--- config.mk ---
export PLATFORM = sky130hd
export DESIGN_NAME = abae_div
export DESIGN_NICKNAME = d
export VERILOG_FILES = /design/src/hdl/abae_pkg.sv /design/src/hdl/abae_div.sv
export SDC_FILE = /design/constraint.sdc
export NUM_CORES = 1
export LEC_CHECK = 0
export ABC_AREA = 1
export BUFFER_PORTS_ARGS = -buffer_cell sky130_fd_sc_hd__buf_4
export CELL_PAD_IN_SITES_DETAIL_PLACEMENT = 1
export CELL_PAD_IN_SITES_GLOBAL_PLACEMENT = 2
export CORE_MARGIN = 3
export CORE_UTILIZATION = 39
export DETAILED_ROUTE_END_ITERATION = 8
export PLACE_DENSITY_LB_ADDON = 0.1
export SLEW_MARGIN = 30
export SYNTH_ARGS = -nofsm -noshare
export SYNTH_HDL_FRONTEND = slang
export SYNTH_SLANG_ARGS = --single-unit
--- constraint.sdc ---
create_clock -name aclk -period 7.1 [get_ports aclk]
set_input_delay 0.355 -clock aclk [delete_from_list [all_inputs] [get_ports aclk]]
set_output_delay 0.355 -clock aclk [all_outputs]
set_load 0.02 [all_outputs]
--- src/hdl/abae_pkg.sv ---
package abae_pkg;

    // Field widths that the stream format fixes.
    localparam int CNT_W       = 16;
    localparam int WIN_W       = 15;
    localparam int WORD_W      = 24;
    localparam int CTX_IDX_W   = 4;
    localparam int S_TDATA_W   = 16;
    localparam int M_TDATA_W   = 24;

    // Window register reset value and the smallest usable window.
    localparam logic [WIN_W-1:0] WIN_RESET = 15'd1024;
    localparam logic [WIN_W-1:0] WIN_MIN   = 15'd2;

    // Operation codes carried in s_tuser.
    localparam logic OP_ENCODE = 1'b0;
    localparam logic OP_FLUSH  = 1'b1;

    // One context entry: adaptive counts and the window snapshot.
    typedef struct packed {
        logic [CNT_W-1:0] snap_total;
        logic [CNT_W-1:0] snap_zero;
        logic [CNT_W-1:0] total;
        logic [CNT_W-1:0] zero;
    } ctx_entry_t;

    localparam ctx_entry_t CTX_RESET = '{
        snap_total: 16'd0,
        snap_zero:  16'd0,
        total:      16'd2,
        zero:       16'd1
    };

    // Request from the sequencer to the split divider.
    typedef struct packed {
        logic             start;
        logic [CNT_W-1:0] zero;
        logic [CNT_W-1:0] total;
    } div_req_t;

    // Count adaptation with sliding-window halving. Count updates wrap at 16 bits.
    function automatic ctx_entry_t adapt_entry(ctx_entry_t cur, logic one,
                                               logic [WIN_W-1:0] win);
        logic [CNT_W:0] w;
        logic [CNT_W:0] limit;
        ctx_entry_t     r;
        w     = (win < WIN_MIN) ? {2'b00, WIN_MIN} : {2'b00, win};
        limit = (w << 1) - 17'd2;
        r     = cur;
        if ({1'b0, cur.total} == w) begin
            r.snap_zero  = cur.zero;
            r.snap_total = cur.total;
        end
        if (!one) begin
            r.zero = r.zero + 16'd1;
        end
        r.total = r.total + 16'd1;
        if ({1'b0, r.total} >= limit) begin
            r.zero  = r.zero - (r.snap_zero - 16'd1);
            r.total = r.total - (r.snap_total - 16'd2);
        end
        return r;
    endfunction

endpackage

--- src/hdl/abae_div.sv ---
module abae_div #(
    parameter int RANGE_BITS = 24
) (
    input  logic                  aclk,
    input  logic                  aresetn,
    input  abae_pkg::div_req_t    req,
    input  logic [RANGE_BITS-1:0] width,
    output logic                  done,
    output logic [RANGE_BITS-1:0] split
);

    localparam int PW = RANGE_BITS + abae_pkg::CNT_W;
    localparam int CW = $clog2(RANGE_BITS + 1);
    localparam logic [1:0] D_IDLE = 2'd0;
    localparam logic [1:0] D_LOAD = 2'd1;
    localparam logic [1:0] D_RUN  = 2'd2;

    logic [1:0]                  state_reg;
    logic [PW-1:0]               prod_reg;
    logic                        sat_reg;
    logic [RANGE_BITS-1:0]       width_reg;
    logic [abae_pkg::CNT_W-1:0]  total_reg;
    logic [abae_pkg::CNT_W-1:0]  rem_reg;
    logic [RANGE_BITS-1:0]       quot_reg;
    logic [CW-1:0]               cnt_reg;
    logic                        done_reg;
    logic [abae_pkg::CNT_W:0]    rem_shift;
    logic                        quot_bit;

    // One restoring step: shift in the next dividend bit and try the subtract.
    assign rem_shift = {rem_reg, quot_reg[RANGE_BITS-1]};
    assign quot_bit  = (rem_shift >= {1'b0, total_reg});

    // Sequencer control.
    always_ff @(posedge aclk) begin
        if (!aresetn) begin
            state_reg <= D_IDLE;
            done_reg  <= 1'b0;
            cnt_reg   <= '0;
        end else begin
            done_reg <= 1'b0;
            unique case (state_reg)
                D_IDLE: begin
                    if (req.start) begin
                        state_reg <= D_LOAD;
                    end
                end
                D_LOAD: begin
                    cnt_reg   <= CW'(RANGE_BITS);
                    state_reg <= D_RUN;
                end
                D_RUN: begin
                    cnt_reg <= cnt_reg - CW'(1);
                    if (cnt_reg == CW'(1)) begin
                        done_reg  <= 1'b1;
                        state_reg <= D_IDLE;
                    end
                end
                default: begin
                    state_reg <= D_IDLE;
                end
            endcase
        end
    end

    // Datapath: registered product, then one quotient bit per cycle.
    // When zero >= total the quotient is at least the width, so it saturates.
    always_ff @(posedge aclk) begin
        if (state_reg == D_IDLE && req.start) begin
            prod_reg  <= PW'(width) * PW'(req.zero);
            sat_reg   <= (req.zero >= req.total);
            width_reg <= width;
            total_reg <= req.total;
        end else if (state_reg == D_LOAD) begin
            rem_reg  <= prod_reg[PW-1:RANGE_BITS];
            quot_reg <= prod_reg[RANGE_BITS-1:0];
        end else if (state_reg == D_RUN) begin
            rem_reg  <= quot_bit ? rem_shift[abae_pkg::CNT_W-1:0] - total_reg
                                 : rem_shift[abae_pkg::CNT_W-1:0];
            quot_reg <= {quot_reg[RANGE_BITS-2:0], quot_bit};
        end
    end

    assign done  = done_reg;
    assign split = sat_reg ? width_reg : quot_reg;

endmodule

==> results of run 1 <==
==> per-layer routing <==
layer,GRT usage [%],vias to the layer above,part of all wire [%]
met2,41.8,188,51
li1,-,7386,-
met1,30.6,8015,46
met3,2.05,45,2.1
met4,3.89,0,1.1
met5,0,-,0
==> worst paths after layout <==
kind / start / endpoint / slack (ps)
max reg2reg: rem_reg[4] / rem_reg[13] / 4590
max: req[17] / prod_reg[39] / 1460
min reg2reg: cnt_reg[4] / cnt_reg[4] / 490
min: req[4] / total_reg[4] / 110
==> layout make-up <==
type                       count  area (sq um)
fill                        6081         28100
multi-input combinational   1612         13100
sequential                   129          3790
inverter                     681          2560
tap                          664           831
timing repair buffer          87           653
clock buffer                  17           425
clock inverter                15           138
==> cell usage after synthesis <==
cell      number  area, sq um
or2_2          2         12.5
nand3_4        1         17.5
nand2_1      758         2850
a211oi_1       1         7.51
inv_1        679         2550
fa_1         307         6150
a21o_1         3         22.5
nor2_4         3         33.8
a21oi_1       55          275
buf_2          3         15.0
clkinv_1       1         3.75
o211ai_1       1         7.51
nand2_2       16          100
a31oi_1        4         25.0
inv_2          1         3.75
nor3_4         2         32.5
buf_4          1         7.51
nand2_4        1         11.3
xor2_1        18          158
a21boi_0       1         7.51
and2_1         3         18.8
nand3_1       69          345
dfxtp_1        8          160
nand3_2        2         20.0
xnor2_1       12          105
o21ai_0       63          315
o21a_1         2         15.0
clkbuf_1      93          349
buf_12         1         20.0
nor2_1        87          327
edfxtp_1     121         3630
nand4_1       12         75.1
nor3_1        11         55.1
nand3b_1      18          135
o21bai_1       9         67.6
ha_1         150         1880
nor2_2         1         6.26
==> cells by family (layout without fill, tap and decap cells) <==
logic type,count (synthesis),in the layout
adders and majority gates,457,457
xor gates and xnor gates,30,30
buffers and inverters,779,800
AOI/OAI and AO/OA,139,139
and+or+nand+nor,986,986
DFF,129,129
==> per-stage QoR <==
| stage | instances | setup slack (ps) | hold slack [ps] | util (%) |
|---|---|---|---|---|
| finish | 3205 | 1460 | 107 | 43.3 |
| floorplan | 2520 | 1590 | 447 | - |
| CTS | 3205 | 1480 | 85.7 | 43.3 |
| global route | 3205 | 1190 | 87.9 | 43.3 |
| global placement | 3173 | 1050 | 462 | 42.2 |
| detailed placement | 3173 | 1020 | 481 | 42.2 |
==> worst max-delay path: stages <==
cell and delay, ps:
buf_4 290, nand2_1 130, fa_1 560, inv_1 70, fa_1 540, inv_1 50
fa_1 510, inv_1 60, fa_1 510, fa_1 500, inv_1 50, fa_1 490
inv_1 50, ha_1 390, nand2_1 120, nor2_1 340, nand2_1 90, inv_1 80
nand3_1 80, nand3_1 240, nand2_1 120, nand3b_1 110, nand2_1 60
==> flow_summary.toml, run 1 <==
[floorplanning]
rows = 81
die_x_um = 231
dieArea_sq_um = 53500
die_h_um = 231
start_util_pct = 40.0
ioPinCount = 84
core_area_sq_um = 49600

[setup_path]
cp.arrival_ps = 5830
crit_type = "in2reg"
cp.required_ps = 7290
cp_max_fo = 25
worst_setup_path_end_kind = "register"
cp-start-kind = "input pin"
r2r_cells = 10

[clock_network]
clock_sinks = 129
clk_pin_slew_ps = 60
ctsResizeCount = 0
cts_post_setup_buffers_inserted = 0
holdBufCountCts = 0
cts_tree = "done"
cts-root-buf = "clkbuf_16"
htree_levels = 4
cts_made_buffers = 17
clock_latency_ps = 440
cts_buffer_depth = 2

[timing]
period_minus_slack_ps = 5640
final_max_slew_viol_count = 0
rsz0062_at_grt = "false"
slew_headroom_pct = 44.1
worst_pin_slew_ps = 838
setup_viol = 0
finalCritPeriodShare_pct = 79.4
fmax_mhz = 177
final_hold_viol_count = 0
finalSetupTns_ps = 0
finClkSkew_ps = 9.87

[global_route]
grt_use_total_pct = 23.1
grt_pass1_vias = 17400
grt-ovfl-total = 0
grt_start_max_net_pins = 64
grt_first_pass_wirelength_um = 96200
antenna_found_initial = 1

[routing]
drtIter0Drc = 699
drt_wl_total_um = 60000
wl_per_cell_um = 18.7
ant_nets = 0
drc = 0
firstDrtPassIters = 4
vias = 15600
viasPerCell = 4.88

[yosys]
syn_area_per_cell_sq_um = 7.86
synth-adder-area-share_pct = 40.5
synthMuxAreaShare_pct = 0
syn_nets = 3036
yosysWarnings = 0
yosys_register_bits = 129
synth_xor_area_share_pct = 1.33
synth_top_family_by_area = "adder cells"
syn_area_sq_um = 19800
synth_compound_area_share_pct = 3.75
ys_types = 37
synth-simple-area-share_pct = 20.4
synth_sequential_area_ratio_pct = 19.2
synth_cells = 2520

[placed_design]
dpl_cell_area_sq_um = 20900
place_congestion = 0.850
io_buffers = 83
hpwlAfterDp_um = 48800

[cells_and_area]
mostFrequentLayoutCells = "758 x nand2_1, 678 x inv_1, 307 x fa_1"
largest_register_ffs = 40
drive_gt1_share_pct = 5.86
final_common_cell = "nand2_1"
syn_to_final_growth_pct = 8.41
diodes = 0
fin_nets = 3044
fin_area_sq_um = 21500

[run_status]
status = "completed"

[job]
maxCapViolCount = 0

[worst_hold_path]
hold_depth = 1
min_path_type = "in2reg"
Power of run 1 is not shown: default switching activity piles up to over one toggle a cycle in this logic, so the estimate is an artifact.
==> run 2: changes to the inputs <==
--- a/config.mk
+++ b/config.mk
@@ -5,12 +5,12 @@
 export SDC_FILE = /design/constraint.sdc
 export NUM_CORES = 1
 export LEC_CHECK = 0
-export ABC_AREA = 1
+export ABC_AREA = 0
 export BUFFER_PORTS_ARGS = -buffer_cell sky130_fd_sc_hd__buf_4
 export CELL_PAD_IN_SITES_DETAIL_PLACEMENT = 1
 export CELL_PAD_IN_SITES_GLOBAL_PLACEMENT = 2
 export CORE_MARGIN = 3
-export CORE_UTILIZATION = 39
+export CORE_UTILIZATION = 42
 export DETAILED_ROUTE_END_ITERATION = 8
 export PLACE_DENSITY_LB_ADDON = 0.1
 export SLEW_MARGIN = 30
==> constraint.sdc (replaced) <==
create_clock -name aclk -period 5.8 [get_ports aclk]
set_input_delay 0.29 -clock aclk [delete_from_list [all_inputs] [get_ports aclk]]
set_output_delay 0.29 -clock aclk [all_outputs]
set_load 0.02 [all_outputs]
==> flow_summary.toml, run 2 <==
[run_status]
status = "completed"

[timing]
period_minus_slack_ps = 5610
finalCritPeriodShare_pct = 96.7
worst_pin_slew_ps = 830
finClkSkew_ps = 10.5
final_hold_viol_count = 0
finalSetupTns_ps = 0
fmax_mhz = 178
setup_viol = 0
slew_headroom_pct = 44.3
final_max_slew_viol_count = 0

[routing]
ant_nets = 0
wl_per_cell_um = 19.8
drtIter0Drc = 542
firstDrtPassIters = 4
dr.max_layer_used = "met4"
met3_length_um = 1090
drt_wl_total_um = 53500
viasPerCell = 5.09
drc = 0
wl_met2_um = 27400
wl_met1_um = 23900
vias = 13800

[setup_path]
worst_setup_path_end_kind = "register"
cp_max_fo = 14
regToRegSetupSlack_ps = 2720
cpPeakStageDelay_ps = 540
r2r_cells = 9
cp-start-kind = "input pin"
r2r_end = "rem_reg[3]"
critPathLaunch = "req[20]"
cpMostUsedCell = "fa_1"
cp.required_ps = 5930
timing.rr.start = "rem_reg[2]"
path_cells = "buf_6 -> buf_4 -> and2_1 -> fa_1 -> inv_1 -> fa_1 -> fa_2 -> fa_1 -> inv_1 -> fa_1 -> fa_1 -> ha_1 -> o211ai_1 -> nor2_1 -> a221oi_2 -> o21ai_2 -> a221o_1 -> o221ai_4 -> o311ai_2"
crit_type = "in2reg"
crit_slowest_cell = "fa_1"
endpoint = "prod_reg[38]"
cp.arrival_ps = 5730

[yosys]
yosys_register_bits = 129
syn_area_sq_um = 18600
syn_area_per_cell_sq_um = 9.81
synth-edff-count = 121
ys_types = 62
synth_area_leaders = "fa_1 33%, edfxtp_1 20%, ha_1 10%, inv_1 7.8%, and2_1 5.9%"
synthTopCellsByCount = "385 x inv_1, 307 x fa_1, 263 x nand2_1"
yosysMostFrequentCell = "inv_1"
synth_cells = 1892
syn_nets = 2408
synth_sequential_area_ratio_pct = 20.4
async_flop_share_pct = 0
synth_top_area_share_pct = 33.1
yosysWarnings = 0
synth-main-ff-cell = "edfxtp_1"
yosys.area.top_type = "fa_1"

[global_route]
antenna_found_initial = 0
grt_pass1_vias = 15600
grt_start_max_net_pins = 61
grt_first_pass_wirelength_um = 86100
grt-ovfl-total = 0
grt_use_total_pct = 23.5

[floorplanning]
ioPinCount = 84
die_x_um = 216
start_util_pct = 42.8
rows = 76
core_area_sq_um = 43400
dieArea_sq_um = 46800
die_h_um = 216

[clock_network]
clk_pin_slew_ps = 60
cts_tree = "done"
clock_latency_ps = 420
holdBufCountCts = 0
cts-root-buf = "clkbuf_16"
cts_buffer_depth = 2
htree_levels = 4
cts_made_buffers = 17
clock_sinks = 129

[placed_design]
place_congestion = 0.844
hpwlAfterDp_um = 44600
io_buffers = 83

[cells_and_area]
fin_nets = 2623
drive_gt1_share_pct = 17.9
largest_register_ffs = 40
fillCellCount = 4907
syn_to_final_growth_pct = 17.9
seq_area_sq_um = 3790
multiInputGateArea_sq_um = 13100
mostFrequentLayoutCells = "385 x inv_1, 306 x fa_1, 262 x nand2_1"
final_common_cell = "inv_1"

[job]
maxCapViolCount = 0

[worst_hold_path]
min_path_type = "in2reg"
==> run 2: cell count changes in the layout (fill, tap and decap cells not counted), moves of 49 or more <==
| cell | before | now |
|---|---|---|
| nand2_1 | 758 | 262 |
| inv_1 | 678 | 385 |
| and2_1 | 3 | 173 |
| buf_4 | 87 | 255 |
| nand3_1 | 69 | 12 |
| mux2_2 | 0 | 49 |
==> run 2: worst min path at each step <==
stage | from | to | slack (ps) | cells past startpoint
after detailed placement | req[4] | total_reg[4] | 480 | 1
final | req[10] | total_reg[10] | 50 | 1
after CTS | req[11] | total_reg[11] | 40 | 1
after floorplan | req[0] | total_reg[0] | 390 | 0
after global placement | cnt_reg[4] | cnt_reg[4] | 480 | 2
after global routing | req[8] | total_reg[8] | 40 | 1
==> run 2: final cells by class <==
type	count	area share (%)
Sequential cell	129	17.3
Clock buffer	17	1.94
Multi-Input combinational cell	1302	59.9
Tap cell	585	3.34
Timing Repair Buffer	271	9.86
Inverter	386	6.62
Clock inverter	15	0.977
Antenna cell	1	0.0114
==> run 2: per-stage QoR <==
step	std cells	util [%]	instance area (sq um)	hold WS, ps	setup WS (ps)
4_1_cts	2704	50.2	21800	40.6	13.6
6_report	2706	50.5	21900	50.1	191
3_3_place_gp	2672	48.7	21100	479	-261
5_1_grt	2705	50.5	21900	42.6	-55.0
3_5_place_dp	2672	48.7	21100	480	-374
2_1_floorplan	1892	-	18600	389	10.4
==> run 2: what timing repair did <==
action                     4_1_cts  5_1_grt
resized for setup                0       32
setup endpoints to repair        0       13
buffers inserted                 0        1
==> run 2: kinds of logic after synthesis <==
kind of cell,synth area share (%)
buffers and inverters,9.38
AND/OR/NAND/NOR,14.4
AO/OA/AOI/OAI,6.62
multiplexers,3.78
XOR/XNOR,2.17
adder cells (fa/ha/maj),43.2
flip-flops,20.4
==> run 2: critical path, delay by kind of cell <==
family          cells  cell delay (ps)
buf+inv             4              400
simple gates        2              260
compound gates      6             1440
fa+ha+maj           7             3330
==> run 2: per-layer routing <==
layer | vias up | track usage (%)
met2 | 181 | 42.5
li1 | 6330 | -
met3 | 41 | 1.60
met1 | 7222 | 31.2
met4 | 0 | 4.97
met5 | - | 0
Power of run 2 is left out for the same reason.
